`src/mcn_pkg.sv`:
```
// Shared types and constants of the calibrated min/max normalizer.
// No dependencies; imported by every module of the block.
`default_nettype none

package mcn_pkg;

    // Default configuration of the block.
    localparam int CHANNELS_DEF    = 7;
    localparam int SAMPLE_BITS_DEF = 12;

    // Field widths of the stream payloads.
    localparam int MODE_W    = 1;
    localparam int CH_W      = 3;
    localparam int SAMPLE_W  = 12;
    localparam int LEVEL_W   = 8;
    localparam int S_TDATA_W = 16;
    localparam int M_TDATA_W = 16;
    localparam int M_PAD_W   = M_TDATA_W - CH_W - LEVEL_W;

    // Quotient bits produced by the divider, one per step.
    localparam int QUOT_W = LEVEL_W;
    localparam int STEP_W = $clog2(QUOT_W);

    // Saturated output codes.
    localparam logic [LEVEL_W-1:0] LEVEL_MAX = 8'h7F;
    localparam logic [LEVEL_W-1:0] LEVEL_MIN = 8'h80;

    // Item modes carried in tuser.
    localparam logic [MODE_W-1:0] MODE_CAL  = 1'b0;
    localparam logic [MODE_W-1:0] MODE_NORM = 1'b1;

    // Sequencer states, one-hot.
    typedef enum logic [4:0] {
        S_IDLE  = 5'b00001,
        S_FETCH = 5'b00010,
        S_PREP  = 5'b00100,
        S_DIV   = 5'b01000,
        S_FIN   = 5'b10000
    } t_state;

    // Request from the sequencer to the divider.
    typedef struct packed {
        logic start;
        logic neg;
    } t_div_req;

endpackage

`default_nettype wire

```
`src/minmax_calibrated_normalizer_core.sv`:
```
// Normalize in range: the item passes FETCH, PREP, the divider steps in DIV, then FIN;
// the 8 divider steps produce one quotient bit per cycle.
// Normalize with empty span, below minimum or at/above maximum: FETCH then FIN, no division.
// Calibrate and out-of-range items: FETCH then back to idle, no result.
// Ready only in the idle state; a stalled output register holds the sequencer in FIN.
// Synchronous active-low reset: minimums to all ones, maximums to zero, idle.
`default_nettype none

module minmax_calibrated_normalizer_core
    import mcn_pkg::*;
#(
    parameter int CHANNELS    = CHANNELS_DEF,
    parameter int SAMPLE_BITS = SAMPLE_BITS_DEF
) (
    input  wire logic                 i_clk,
    input  wire logic                 i_rst_n,
    // Slave stream. tdata: channel [2:0], sample [14:3], zero [15].
    input  wire logic                 i_s_axis_tvalid,
    output logic                      o_s_axis_tready,
    input  wire logic [S_TDATA_W-1:0] i_s_axis_tdata,
    // tuser: mode [0].
    input  wire logic [MODE_W-1:0]    i_s_axis_tuser,
    // Master stream. tdata: channel_out [2:0], level [10:3], zero [15:11].
    output logic                      o_m_axis_tvalid,
    input  wire logic                 i_m_axis_tready,
    output logic      [M_TDATA_W-1:0] o_m_axis_tdata
);

    localparam int IDX_W = (CHANNELS > 1) ? $clog2(CHANNELS) : 1;
    localparam int DW    = SAMPLE_BITS + QUOT_W;
    localparam int NW    = SAMPLE_BITS + QUOT_W + 1;

    t_state                 r_state;
    t_state                 n_state;
    logic [MODE_W-1:0]      r_mode;
    logic [CH_W-1:0]        r_ch;
    logic [SAMPLE_BITS-1:0] r_x;
    logic [SAMPLE_BITS-1:0] r_span;
    logic [SAMPLE_BITS-1:0] r_d;
    logic [LEVEL_W-1:0]     r_level;
    logic                   r_out_valid;
    logic [M_TDATA_W-1:0]   r_out_data;

    logic                   w_in_xfer;
    logic                   w_ch_ok;
    logic                   w_cal_wr;
    logic                   w_out_load;
    logic [IDX_W-1:0]       w_idx;
    logic [SAMPLE_BITS-1:0] w_lo;
    logic [SAMPLE_BITS-1:0] w_hi;
    logic [NW-1:0]          w_num;
    logic [NW-1:0]          w_abs;
    t_div_req               w_req;
    logic                   w_div_done;
    logic [LEVEL_W-1:0]     w_div_level;

    assign o_s_axis_tready = (r_state == S_IDLE);
    assign w_in_xfer       = i_s_axis_tvalid && o_s_axis_tready;
    assign w_ch_ok         = (int'(r_ch) < CHANNELS);
    assign w_idx           = IDX_W'(r_ch);
    assign w_cal_wr        = (r_state == S_FETCH) && w_ch_ok && (r_mode == MODE_CAL);
    assign w_out_load      = (r_state == S_FIN) && (!r_out_valid || i_m_axis_tready);

    // Calibration bounds of every channel.
    mcn_cal #(
        .CHANNELS    (CHANNELS),
        .SAMPLE_BITS (SAMPLE_BITS)
    ) u_cal (
        .i_clk   (i_clk),
        .i_rst_n (i_rst_n),
        .i_wr_en (w_cal_wr),
        .i_idx   (w_idx),
        .i_x     (r_x),
        .o_lo    (w_lo),
        .o_hi    (w_hi)
    );

    // Numerator 255*d - 128*span, then its sign and magnitude.
    assign w_num = {1'b0, r_d, 8'b0} - NW'(r_d) - {2'b0, r_span, 7'b0};
    assign w_abs = w_num[NW-1] ? (~w_num + NW'(1)) : w_num;

    assign w_req.start = (r_state == S_PREP);
    assign w_req.neg   = w_num[NW-1];

    // Shared iterative divider.
    mcn_div #(
        .SAMPLE_BITS (SAMPLE_BITS)
    ) u_div (
        .i_clk   (i_clk),
        .i_rst_n (i_rst_n),
        .i_req   (w_req),
        .i_mag   (w_abs[DW-1:0]),
        .i_span  (r_span),
        .o_done  (w_div_done),
        .o_level (w_div_level)
    );

    // Sequencer next state.
    always_comb begin
        n_state = r_state;
        case (r_state)
            S_IDLE: begin
                if (w_in_xfer) begin
                    n_state = S_FETCH;
                end
            end
            S_FETCH: begin
                if (!w_ch_ok || (r_mode == MODE_CAL)) begin
                    n_state = S_IDLE;
                end else if ((w_hi <= w_lo) || (r_x < w_lo) || (r_x >= w_hi)) begin
                    n_state = S_FIN;
                end else begin
                    n_state = S_PREP;
                end
            end
            S_PREP: begin
                n_state = S_DIV;
            end
            S_DIV: begin
                if (w_div_done) begin
                    n_state = S_FIN;
                end
            end
            S_FIN: begin
                if (w_out_load) begin
                    n_state = S_IDLE;
                end
            end
            default: begin
                n_state = S_IDLE;
            end
        endcase
    end

    // Control registers: state and output valid.
    always_ff @(posedge i_clk) begin
        if (!i_rst_n) begin
            r_state     <= S_IDLE;
            r_out_valid <= 1'b0;
        end else begin
            r_state <= n_state;
            if (w_out_load) begin
                r_out_valid <= 1'b1;
            end else if (i_m_axis_tready) begin
                r_out_valid <= 1'b0;
            end
        end
    end

    // Payload registers: captured item, span, offset, level and output word.
    always_ff @(posedge i_clk) begin
        if (w_in_xfer) begin
            r_mode <= i_s_axis_tuser;
            r_ch   <= i_s_axis_tdata[CH_W-1:0];
            r_x    <= SAMPLE_BITS'(i_s_axis_tdata[CH_W +: SAMPLE_W]);
        end
        if (r_state == S_FETCH) begin
            r_span <= w_hi - w_lo;
            r_d    <= r_x - w_lo;
            // Empty span and samples below the minimum saturate low.
            if ((w_hi <= w_lo) || (r_x < w_lo)) begin
                r_level <= LEVEL_MIN;
            end else if (r_x >= w_hi) begin
                r_level <= LEVEL_MAX;
            end
        end
        if ((r_state == S_DIV) && w_div_done) begin
            r_level <= w_div_level;
        end
        if (w_out_load) begin
            r_out_data <= {{M_PAD_W{1'b0}}, r_level, r_ch};
        end
    end

    assign o_m_axis_tvalid = r_out_valid;
    assign o_m_axis_tdata  = r_out_data;

endmodule

`default_nettype wire

```
`src/mcn_cal.sv`:
```
// Per-channel calibration store: minimum and maximum sample of each channel.
// Depends on mcn_pkg.
`default_nettype none

module mcn_cal
    import mcn_pkg::*;
#(
    parameter int CHANNELS    = CHANNELS_DEF,
    parameter int SAMPLE_BITS = SAMPLE_BITS_DEF,
    localparam int IDX_W      = (CHANNELS > 1) ? $clog2(CHANNELS) : 1
) (
    input  wire logic                   i_clk,
    input  wire logic                   i_rst_n,
    input  wire logic                   i_wr_en,
    input  wire logic [IDX_W-1:0]       i_idx,
    input  wire logic [SAMPLE_BITS-1:0] i_x,
    output logic      [SAMPLE_BITS-1:0] o_lo,
    output logic      [SAMPLE_BITS-1:0] o_hi
);

    logic [SAMPLE_BITS-1:0] r_min [CHANNELS];
    logic [SAMPLE_BITS-1:0] r_max [CHANNELS];

    // Read the bounds of the selected channel.
    assign o_lo = r_min[i_idx];
    assign o_hi = r_max[i_idx];

    // A calibration sample widens the stored bounds of its channel.
    always_ff @(posedge i_clk) begin
        if (!i_rst_n) begin
            for (int i = 0; i < CHANNELS; i++) begin
                r_min[i] <= '1;
                r_max[i] <= '0;
            end
        end else if (i_wr_en) begin
            if (i_x >= r_max[i_idx]) begin
                r_max[i_idx] <= i_x;
            end
            if (i_x <= r_min[i_idx]) begin
                r_min[i_idx] <= i_x;
            end
        end
    end

endmodule

`default_nettype wire

```
`src/mcn_div.sv`:
```
// Iterative restoring divider: one compare and subtract per cycle, one
// quotient bit per step, signed result by magnitude and sign. Depends on mcn_pkg.
`default_nettype none

module mcn_div
    import mcn_pkg::*;
#(
    parameter int SAMPLE_BITS = SAMPLE_BITS_DEF,
    localparam int DW         = SAMPLE_BITS + QUOT_W
) (
    input  wire logic                   i_clk,
    input  wire logic                   i_rst_n,
    input  wire t_div_req               i_req,
    input  wire logic [DW-1:0]          i_mag,
    input  wire logic [SAMPLE_BITS-1:0] i_span,
    output logic                        o_done,
    output logic      [LEVEL_W-1:0]     o_level
);

    logic              r_busy;
    logic              r_done;
    logic [STEP_W-1:0] r_cnt;
    logic [DW-1:0]     r_rem;
    logic [DW-1:0]     r_den;
    logic [QUOT_W-1:0] r_q;
    logic              r_neg;

    logic              w_fit;

    // The shared unit: one compare of the remainder against the shifted divisor.
    assign w_fit = (r_rem >= r_den);

    // Control: step counter and completion pulse.
    always_ff @(posedge i_clk) begin
        if (!i_rst_n) begin
            r_busy <= 1'b0;
            r_done <= 1'b0;
            r_cnt  <= '0;
        end else begin
            r_done <= 1'b0;
            if (i_req.start) begin
                r_busy <= 1'b1;
                r_cnt  <= STEP_W'(QUOT_W - 1);
            end else if (r_busy) begin
                if (r_cnt == '0) begin
                    r_busy <= 1'b0;
                    r_done <= 1'b1;
                end else begin
                    r_cnt <= r_cnt - 1'b1;
                end
            end
        end
    end

    // Datapath: the divisor starts at its top quotient weight and shifts right.
    always_ff @(posedge i_clk) begin
        if (i_req.start) begin
            r_rem <= i_mag;
            r_den <= {1'b0, i_span, {(QUOT_W-1){1'b0}}};
            r_q   <= '0;
            r_neg <= i_req.neg;
        end else if (r_busy) begin
            if (w_fit) begin
                r_rem <= r_rem - r_den;
            end
            r_q   <= {r_q[QUOT_W-2:0], w_fit};
            r_den <= r_den >> 1;
        end
    end

    // Truncation toward zero: negate the magnitude quotient when needed.
    assign o_done  = r_done;
    assign o_level = r_neg ? LEVEL_W'(~r_q + 1'b1) : LEVEL_W'(r_q);

endmodule

`default_nettype wire

```
`config.mk`:
```
export PLATFORM = sky130hd
export DESIGN_NAME = minmax_calibrated_normalizer_core
export DESIGN_NICKNAME = d
export VERILOG_FILES = /design/src/mcn_pkg.sv /design/src/minmax_calibrated_normalizer_core.sv /design/src/mcn_cal.sv /design/src/mcn_div.sv
export SDC_FILE = /design/constraint.sdc
export NUM_CORES = 1
export LEC_CHECK = 0
export BUFFER_PORTS_ARGS = -buffer_cell sky130_fd_sc_hd__buf_2
export CAP_MARGIN = 15
export CORE_MARGIN = 3
export CORE_UTILIZATION = 63
export CTS_CLUSTER_SIZE = 8
export DETAILED_ROUTE_END_ITERATION = 12
export GPL_TIMING_DRIVEN = 0
export PLACE_DENSITY = 0.8
export SYNTH_ARGS = -nofsm -noshare
export SYNTH_HDL_FRONTEND = slang
export SYNTH_SLANG_ARGS = --single-unit
```
`constraint.sdc`:
```
create_clock -name i_clk -period 6.8 [get_ports i_clk]
set_input_delay 1.36 -clock i_clk [delete_from_list [all_inputs] [get_ports i_clk]]
set_output_delay 1.36 -clock i_clk [all_outputs]
set_load 0.02 [all_outputs]
```
==> results of run 1 <==
worst max-delay path by stage:
stage | endpoint | slack, ps | depth (start not counted)
6_report | u_cal.r_min[2][11] | 400 | 14
3_3_place_gp | u_cal.r_min[5][6] | 300 | 12
2_1_floorplan | u_cal.r_min[0][0] | 2060 | 11
5_1_grt | u_cal.r_min[2][11] | 140 | 14
3_5_place_dp | u_cal.r_min[2][1] | 570 | 14
4_1_cts | u_cal.r_min[2][11] | 480 | 14
cell type report:
class                   instances  area (sq um)
flip-flops and latches        313          8870
multi-input cells             955          7420
fillers                      1728          7240
clock buffers                  78          1270
well taps                     335           419
inverters                     100           375
plain buffers                  79           322
repair buffers                 43           268
clock inverters                 2          25.0
metal layers:
layer | part of all wire (%) | vias to the layer above
met5 | 0 | -
li1 | - | 5409
met2 | 49 | 617
met4 | 4.9 | 0
met3 | 8.2 | 139
met1 | 37 | 5612
placed cells by master, fill, tap and decap left out, types with 26 or more instances in the layout:
master and instances:
mux4_2 48, xnor2_1 39, xor2_1 30, edfxtp_1 260, ha_1 87, inv_1 99
clkbuf_1 88, o21ai_0 38, mux2i_1 65, or3_1 53, dfxtp_1 53, and2_1 61
clkbuf_16 46, buf_2 35, nand3_1 26, nor2_1 65, conb_1 29, a21oi_1 56
nand2_1 101
through the flow:
stage	power, mW	setup WS (ps)
finish	4.72	401
CTS	4.72	479
global route	4.86	140
global placement	2.67	302
detailed placement	2.70	568
floorplan	2.54	2060
power by group:
part | internal [mW] | leakage [nW] | switching, mW
Sequential | 2.12 | 2.70 | 0.0321
Combinational | 0.194 | 3.84 | 0.328
Clock | 1.25 | 0.616 | 0.791
Total | 3.57 | 7.15 | 1.15
worst max-delay path, stage by stage, from the launching register on:
cell	delay [ps]
dfxtp_1	350
buf_1	680
buf_1	740
mux4_2	640
mux2i_1	290
ha_1	330
nor2b_1	140
o21ai_0	290
nand2b_1	200
a221oi_4	370
o21ai_2	130
a211oi_2	910
nand3_1	200
clkbuf_1	260
nand2_1	460
sequential cells by signal (all words and copies together), names as in the netlist, named ones only:
signal and count:
u_cal.r_max 96, u_div.r_rem 20, u_div.r_q 8, r_x 12
u_div.r_cnt 3, o_m_axis_tdata 11, u_div.r_den 19, u_cal.r_min 96
u_div.r_neg 1, r_span 12, r_d 12, r_level 8
r_mode 1, u_div.o_done 1, u_div.r_busy 1, r_ch 3
r_state 5, o_m_axis_tvalid 1
synth_stat cells, types with 3 or more instances:
cell type    n  area [sq um]
edfxtp_1   260          7810
nand2_1    101           379
inv_1       99           372
ha_1        87          1090
mux2i_1     65           651
nor2_1      65           244
and2_1      61           382
a21oi_1     56           280
clkbuf_1    56           210
dfxtp_1     53          1060
or3_1       53           332
o21ai_0     49           245
mux4_2      48          1080
xnor2_1     39           342
xor2_1      30           263
nand3_1     26           130
a21o_1      25           188
nor3_1      25           125
nand2b_1    22           138
nand4_1     16           100
a31oi_1     15          93.8
and3_1      15          93.8
buf_1       13          48.8
nor2b_1     13          81.3
or2_2       13          81.3
a211oi_1     7          52.6
fa_1         7           140
nand3b_1     7          52.6
o21bai_1     7          52.6
nor4_1       6          37.5
o31ai_1      6          45.0
a21boi_0     5          37.5
buf_4        5          37.5
o21a_1       5          37.5
buf_2        4          20.0
mux2_2       4          45.0
a211o_1      3          26.3
a221oi_1     3          26.3
o211ai_1     3          22.5
o41ai_1      3          26.3
cell families after synthesis:
family                   synth area share (%)
adder cells (fa/ha/maj)                  7.28
flip-flops                               52.5
AND/OR/NAND/NOR                          13.6
other                                  0.0222
AO/OA/AOI/OAI                            8.25
XOR/XNOR                                 3.68
buffers and inverters                    4.13
multiplexers                             10.5
==> impl_results.md, run 1 <==
- Port-buffer cells: 31
- Met1 usage: 35.4%
- Hpwl dp: 29000 um
- Area Growth Syn to Fin: 12.4%
- Placed instance count: 1824
- Worst min-delay path startpoint: r_level[3]
- Hold WC Path Type: flip-flop to flip-flop
- Distinct cells, synth: 71
- CTS buffer count: 45
- Global Route Usage Sum: 28.5%
- TritonCTS Sinks: 313
- Final Core Density: 72.4%
- First DRT Iteration DRCs: 1079
- DIE HEIGHT: 170 um
- Reg2Reg Setup Slack: 400 ps
- Hold depth: 0
- Worst min-delay path endpoint: o_m_axis_tdata[6]
- Post-synth EDFFs: 260
- Finish-stage setup viols: 0
- Core area: 26200 sq um
- Synth warn: 0
- PostCTS Resize Cnt: 0
- Leak pwr: 7.15 nW
- Share of cells above drive strength 1: 11.7%
- Die area: 28800 sq um
- Global route overflow: 0
- Max-slew violations: 0
- Worst-path clk slew: 50 ps
- Met2 usage: 48.7%
- Setup TNS: 0 ps
- Worst-path maximum fanout: 12
- CTS H-tree lvls: 2
- I/O pins: 39
- RSZ-0062 raised after global routing: no
- Initial antenna violation count: 0
- Flops & latches, synth: 313
- Clock latency reported for the late side of the worst-skew pair: 540 ps
- Setup Crit Path Kind: flip-flop to flip-flop
- Clock skew: 18.3 ps
- Detailed Route WL: 40700 um
- Pin count of the biggest net entering global routing: 29
- Final hold slack: 420 ps
- Area after DPL: 17700 sq um
- Crit path DAT: 6570 ps
- Outcome: finished, final reports clean
- Die width: 170 um
- Power per cell area: 249 nW/um^2
- Post-route ant nets: 0
- CTS Hold Bufs: 0
- Critical R2R Capture: u_cal.r_min[2][11]
- CTS tree: yes
- Post-CTS setup buffers: 0
- Depth of the most critical reg-to-reg path: 14
- Crit path time final: 6400 ps
- Drt pass-1 iters: 5
- CP startpoint kind: flip-flop
- Worst Path Required: 6970 ps
- First-pass GRT wire length: 63500 um
- Antenna cells: 0
- Gpl congestion: 0.967
- Vias in the first global route: 11.8k
- Mapped Area: 16900 sq um
- CTS Root Buffer Type: clkbuf_16
- Synthesized area per cell: 11.9 sq um
- Finished Layout Cells: 1905
- Via-per-instance ratio: 6.18
- # rows: 59
- NumNets Final: 1652
- Top FF cell, synth: edfxtp_1
- Ys async rst share: 0%
- Remaining DRCs: 0
- Via Count: 11.8k
- Final hold vios: 0
- Clk buf depth: 3
- Wire length per cell: 21.3 um
- Crit end category: flip-flop
- Fin crit share: 94.1%
- Worst slew margin: 20.9%
- Design area: 19000 sq um
- Worst IR Drop VDD: 0.320 mV
- Initial cell density of the core: 64.4%
- GR peak layer: met2
- MaxCap Viol Count: 0
- Fmax: 156 MHz
- Cells after Synth: 1419
- GRT met3 Usage: 4.89%
- Sequential cell area fraction in the yosys report: 52.5%
- Measured slew at the worst slew-check pin: 1170 ps
No activity file was read; power rests on OpenSTA's default activity.
==> run 2, diff against run 1 <==
CELL_PAD_IN_SITES_DETAIL_PLACEMENT = 1   (was not set)
CELL_PAD_IN_SITES_GLOBAL_PLACEMENT = 1   (was not set)
CORE_UTILIZATION = 52   (was 63)
PLACE_DENSITY = not set   (was 0.8)
PLACE_DENSITY_LB_ADDON = 0.1   (was not set)
==> impl_results.md, run 2 (synthesis results as in run 1) <==
- Global route overflow: 0 (unchanged)
- Largest regs: u_cal.r_max: 96 flops, u_cal.r_min: 96 flops, u_div.r_rem: 20 flops (unchanged)
- Total power: 4.77 mW (was 4.72 mW)
- Die area: 34700 sq um (was 28800 sq um)
- Power per cell area: 250 nW/um^2 (was 249 nW/um^2)
- Worst IR Drop VDD: 0.211 mV (was 0.320 mV)
- DIE HEIGHT: 186 um (was 170 um)
- RSZ-0062 raised after global routing: no (unchanged)
- Area Growth Syn to Fin: 13.1% (was 12.4%)
- Depth of the most critical reg-to-reg path: 13 (was 14)
- CTS Root Buffer Type: clkbuf_16 (unchanged)
- Final hold vios: 0 (unchanged)
- Crit end category: flip-flop (unchanged)
- NumNets Final: 1649 (was 1652)
- Via-per-instance ratio: 5.86 (was 6.18)
- Setup TNS: 0 ps (unchanged)
- Pin count of the biggest net entering global routing: 29 (unchanged)
- Most common cell after layout, fill and taps aside: edfxtp_1 (unchanged)
- Fmax: 160 MHz (was 156 MHz)
- Detailed Route WL: 47000 um (was 40700 um)
- Vias in the first global route: 12.6k (was 11.8k)
- Fin crit share: 92.2% (was 94.1%)
- Hold depth: 0 (unchanged)
- I/O pins: 39 (unchanged)
- CTS Hold Bufs: 0 (unchanged)
- Clock skew: 20.2 ps (was 18.3 ps)
- Crit path time final: 6270 ps (was 6400 ps)
- Post-route ant nets: 0 (unchanged)
- Remaining DRCs: 0 (unchanged)
- Core area: 31800 sq um (was 26200 sq um)
- Drt pass-1 iters: 5 (unchanged)
- Max-slew violations: 0 (unchanged)
- Worst-path maximum fanout: 12 (unchanged)
- Leak pwr: 7.15 nW (about the same)
- Clock latency reported for the late side of the worst-skew pair: 550 ps (was 540 ps)
- Initial cell density of the core: 53.1% (was 64.4%)
- Setup Crit Path Kind: flip-flop to flip-flop (unchanged)
- Worst Path Required: 6980 ps (was 6970 ps)
- Port-buffer cells: 31 (unchanged)
- Gpl congestion: 0.876 (was 0.967)
- Measured slew at the worst slew-check pin: 1150 ps (was 1170 ps)
- CP startpoint kind: flip-flop (unchanged)
- MaxCap Viol Count: 0 (unchanged)
- Share of cells above drive strength 1: 11.7% (about the same)
- Worst slew margin: 23.3% (was 20.9%)
- Worst-path clk slew: 50 ps (about the same)
- First-pass GRT wire length: 72200 um (was 63500 um)
- CTS tree: yes (unchanged)
- Outcome: finished, final reports clean (unchanged)
- Antenna cells: 0 (unchanged)
- CTS buffer count: 45 (unchanged)
- Initial antenna violation count: 1 (was 0)
- Hpwl dp: 34300 um (was 29000 um)
- Global Route Usage Sum: 27.4% (was 28.5%)
- Commonest cells after routing, fill and taps aside: edfxtp_1 (260), nand2_1 (101), inv_1 (99) (unchanged)
- First DRT Iteration DRCs: 923 (was 1079)
- Clk buf depth: 3 (unchanged)
- # rows: 65 (was 59)
- TritonCTS Sinks: 313 (unchanged)
- Wire length per cell: 23.5 um (was 21.3 um)
- CTS H-tree lvls: 2 (unchanged)
- Die width: 186 um (was 170 um)
- Via Count: 11.7k (was 11.8k)
- Finish-stage setup viols: 0 (unchanged)
- Hold WC Path Type: flip-flop to flip-flop (unchanged)
- Crit path DAT: 6440 ps (was 6570 ps)
==> run 2: final timing paths <==
path	startpoint	end	slack, ps
hold reg to reg	r_level[7]	o_m_axis_tdata[10]	420
setup / recovery	flip-flop	u_cal.r_min[2][2]	530
hold / removal	r_level[7]	o_m_axis_tdata[10]	420
setup reg to reg	flip-flop	u_cal.r_min[2][2]	530
==> run 2: repair_timing <==
action	CTS	global route
resized for setup	0	1
endpoints found under the setup margin	0	17
setup buffers	0	0
==> run 2: where the power goes <==
| part | switching, mW | internal [mW] |
|---|---|---|
| clock network | 0.827 | 1.26 |
| registers | 0.0371 | 2.12 |
| logic | 0.343 | 0.195 |
| total | 1.21 | 3.57 |
==> run 2: metrics by stage <==
step	cell area, sq um	hold slack (ps)	setup WS, ps	cells	util, %
after floorplan	17000	400	2060	1447	-
after global placement	17700	404	16.7	1913	55.6
after detailed placement	17800	409	260	1923	55.9
after CTS	19100	421	209	2002	60.0
after global routing	19100	429	84.4	2001	60.0
final	19100	422	533	2001	60.0
==> run 2: metal layers <==
metal | up-vias | global-route usage [%] | part of all wire [%]
met2 | 306 | 49.9 | 51
li1 | 5392 | - | -
met1 | 5932 | 33.3 | 40
met5 | - | 0 | 0.026
met4 | 2 | 9.83 | 3.8
met3 | 101 | 4.05 | 4.7
==> run 2: critical path, cell delays in order (launching register included) <==
cell,delay [ps]
dfxtp_1,900
clkdlybuf4s15_1,800
mux4_2,610
mux2i_1,300
ha_1,350
nor2b_1,150
o21ai_0,320
nand2b_1,210
a221oi_4,390
o21ai_2,120
a211oi_2,840
nand3_1,200
clkbuf_1,250
nand2_1,450
==> run 2: cell type report <==
cell class,instances,area [sq um]
multi-input cells,955,7420
clock buffers,75,1260
repair buffers,41,246
inverters,100,375
flip-flops and latches,313,8870
plain buffers,78,324
clock inverters,4,50.0
fillers,3276,12700
well taps,435,544
==> run 3, diff against run 2 <==
CORE_ASPECT_RATIO = 1.75   (was not set)
SKIP_CTS_REPAIR_TIMING = 1   (was not set)
==> impl_results.md, run 3 (synthesis results as in run 1) <==
- FILL cells: 3251 (was 3276)
- Fin crit share: 93.9% (was 92.2%)
- Remaining DRCs: 0 (unchanged)
- Global route overflow: 0 (unchanged)
- Largest regs: u_cal.r_max: 96 flops, u_cal.r_min: 96 flops, u_div.r_rem: 20 flops (unchanged)
- Gpl congestion: 0.922 (was 0.876)
- Die width: 142 um (was 186 um)
- Initial antenna violation count: 0 (was 1)
- RSZ-0062 raised after global routing: no (unchanged)
- Clock Power Share: 43.5% (was 43.6%)
- First-pass GRT wire length: 75600 um (was 72200 um)
- Crit path time final: 6380 ps (was 6270 ps)
- Crit path DAT: 6560 ps (was 6440 ps)
- Post-route ant nets: 0 (unchanged)
- Clock skew: 27.8 ps (was 20.2 ps)
- Leak pwr: 7.15 nW (about the same)
- Final hold vios: 0 (unchanged)
- Measured slew at the worst slew-check pin: 1070 ps (was 1150 ps)
- Worst IR Drop VDD: 0.227 mV (was 0.211 mV)
- Pin count of the biggest net entering global routing: 29 (unchanged)
- CP startpoint kind: flip-flop (unchanged)
- Detailed Route WL: 48600 um (was 47000 um)
- Comb power frac: 11.6% (was 11.3%)
- Clk buf depth: 3 (unchanged)
- Critical R2R Capture: u_cal.r_min[2][2] (unchanged)
- Switching power: 1.22 mW (was 1.21 mW)
- Antenna cells: 0 (unchanged)
- CP max-delay cell: buf_1 (was dfxtp_1)
- Global Route Usage Sum: 28.6% (was 27.4%)
- Sw Share: 25.5% (was 25.3%)
- CP cell instances: buf_1, buf_1, mux4_2, mux2i_1, ha_1, nor2b_1, o21ai_0, nand2b_1, a221oi_4, o21ai_2, a211oi_2, nand3_1, clkbuf_1, nand2_1 (was clkdlybuf4s15_1, mux4_2, mux2i_1, ha_1, nor2b_1, o21ai_0, nand2b_1, a221oi_4, o21ai_2, a211oi_2, nand3_1, clkbuf_1, nand2_1)
- Worst min-delay path startpoint: r_level[3] (was r_level[7])
- Worst Path Required: 6970 ps (was 6980 ps)
- Commonest cells after routing, fill and taps aside: edfxtp_1 (260), nand2_1 (101), inv_1 (99) (unchanged)
- Finish-stage setup viols: 0 (unchanged)
- Die area: 34700 sq um (about the same)
- Most common cell after layout, fill and taps aside: edfxtp_1 (unchanged)
- Clock latency reported for the late side of the worst-skew pair: 560 ps (was 550 ps)
- Core area: 31700 sq um (was 31800 sq um)
- CTS H-tree lvls: 2 (unchanged)
- Port-buffer cells: 31 (unchanged)
- Worst-path clk slew: 50 ps (about the same)
- Total power: 4.79 mW (was 4.77 mW)
- Initial cell density of the core: 53.2% (was 53.1%)
- Hold WC Path Type: flip-flop to flip-flop (unchanged)
- Worst min-delay path endpoint: o_m_axis_tdata[6] (was o_m_axis_tdata[10])
- Setup TNS: 0 ps (unchanged)
- Fmax: 157 MHz (was 160 MHz)
- Drt pass-1 iters: 5 (unchanged)
- Share of cells above drive strength 1: 11.8% (was 11.7%)
- Via Count: 11.7k (about the same)
- I/O pins: 39 (unchanged)
- Final hold slack: 416 ps (was 422 ps)
- Via-per-instance ratio: 5.92 (was 5.86)
- Setup Crit Path Kind: flip-flop to flip-flop (unchanged)
- Area Growth Syn to Fin: 12.9% (was 13.1%)
- Final Core Density: 60.1% (was 60.0%)
- # rows: 86 (was 65)
- CTS buffer count: 45 (unchanged)
- Finished Layout Cells: 1968 (was 2001)
- Outcome: finished, final reports clean (unchanged)
- DIE HEIGHT: 244 um (was 186 um)
- CTS tree: yes (unchanged)
- Max-slew violations: 0 (unchanged)
- Placed instance count: 1885 (was 1923)
- Internal power: 3.57 mW (about the same)
- Power per cell area: 251 nW/um^2 (was 250 nW/um^2)
- Top cell by count, worst path: buf_1
- TritonCTS Sinks: 313 (unchanged)
- Depth of the most critical reg-to-reg path: 14 (was 13)
- Worst-path maximum fanout: 12 (unchanged)
- Wire length per cell: 24.7 um (was 23.5 um)
- CTS Root Buffer Type: clkbuf_16 (unchanged)
- First DRT Iteration DRCs: 567 (was 923)
- Worst slew margin: 28.7% (was 23.3%)
- Reg2Reg Setup Slack: 420 ps (was 530 ps)
- Hpwl dp: 37300 um (was 34300 um)
- Vias in the first global route: 13.2k (was 12.6k)
- MaxCap Viol Count: 0 (unchanged)
- CP peak stage delay: 790 ps (was 900 ps)
- Reg power frac: 44.9% (was 45.1%)
- Hold depth: 0 (unchanged)
- NumNets Final: 1651 (was 1649)
- Crit end category: flip-flop (unchanged)
-- run 3: cell count changes in the layout (fill, tap and decap cells not counted), sizes merged --
cell	delta
clkbuf	+4
buf	+3
clkdlybuf4s15	-1
-- run 3: per-stage QoR --
| stage | cell area [sq um] | setup WS, ps |
|---|---|---|
| after floorplan | 17000 | 2060 |
| after global placement | 17600 | 117 |
| after detailed placement | 17700 | 375 |
| after CTS | 19100 | 341 |
| after global routing | 19100 | 81.3 |
| final | 19100 | 417 |
-- run 3: per-layer routing --
| metal | track usage [%] | wire length [um] | vias up |
|---|---|---|---|
| met5 | 0 | 0 | - |
| met4 | 15.3 | 3020 | 0 |
| met3 | 3.09 | 1490 | 131 |
| met2 | 56.6 | 28100 | 253 |
| met1 | 28.1 | 16000 | 5874 |
| li1 | - | - | 5400 |
-- run 3: how the worst max path moves through the flow --
stage / startpoint / endpoint / slack (ps) / cells after the start
after floorplan: flip-flop / u_cal.r_min[0][0] / 2060 / 11
after global placement: flip-flop / u_cal.r_min[5][5] / 120 / 12
after detailed placement: flip-flop / u_cal.r_min[2][1] / 380 / 14
after CTS: flip-flop / u_cal.r_min[2][2] / 340 / 14
after global routing: flip-flop / u_cal.r_min[2][2] / 80 / 14
final: flip-flop / u_cal.r_min[2][2] / 420 / 14
-- run 3: power groups by stage --
stage	combinational, mW	sequential (mW)	clock (mW)
6_report	0.557	2.15	2.08
5_1_grt	0.600	2.15	2.19
4_1_cts	0.559	2.15	2.11
3_5_place_dp	0.553	2.18	0
3_3_place_gp	0.527	2.18	0
2_1_floorplan	0.366	2.17	0
-- run 3: layout make-up --
class	instances	area [sq um]	share of cell area [%]
well taps	396	495	2.60
clock inverters	4	62.6	0.328
clock buffers	79	1260	6.63
flip-flops and latches	313	8870	46.5
multi-input cells	955	7420	38.9
inverters	100	375	1.97
repair buffers	42	254	1.33
plain buffers	79	322	1.69
-- run 3: critical path, delay by kind of cell, from the launching register on --
| kind | cells | cell delay (ps) |
|---|---|---|
| AND/OR/NAND/NOR | 4 | 1120 |
| buffers and inverters | 3 | 1830 |
| adder cells (fa/ha/maj) | 1 | 320 |
| flip-flops | 1 | 360 |
| multiplexers | 2 | 900 |
| AO/OA/AOI/OAI | 4 | 1470 |
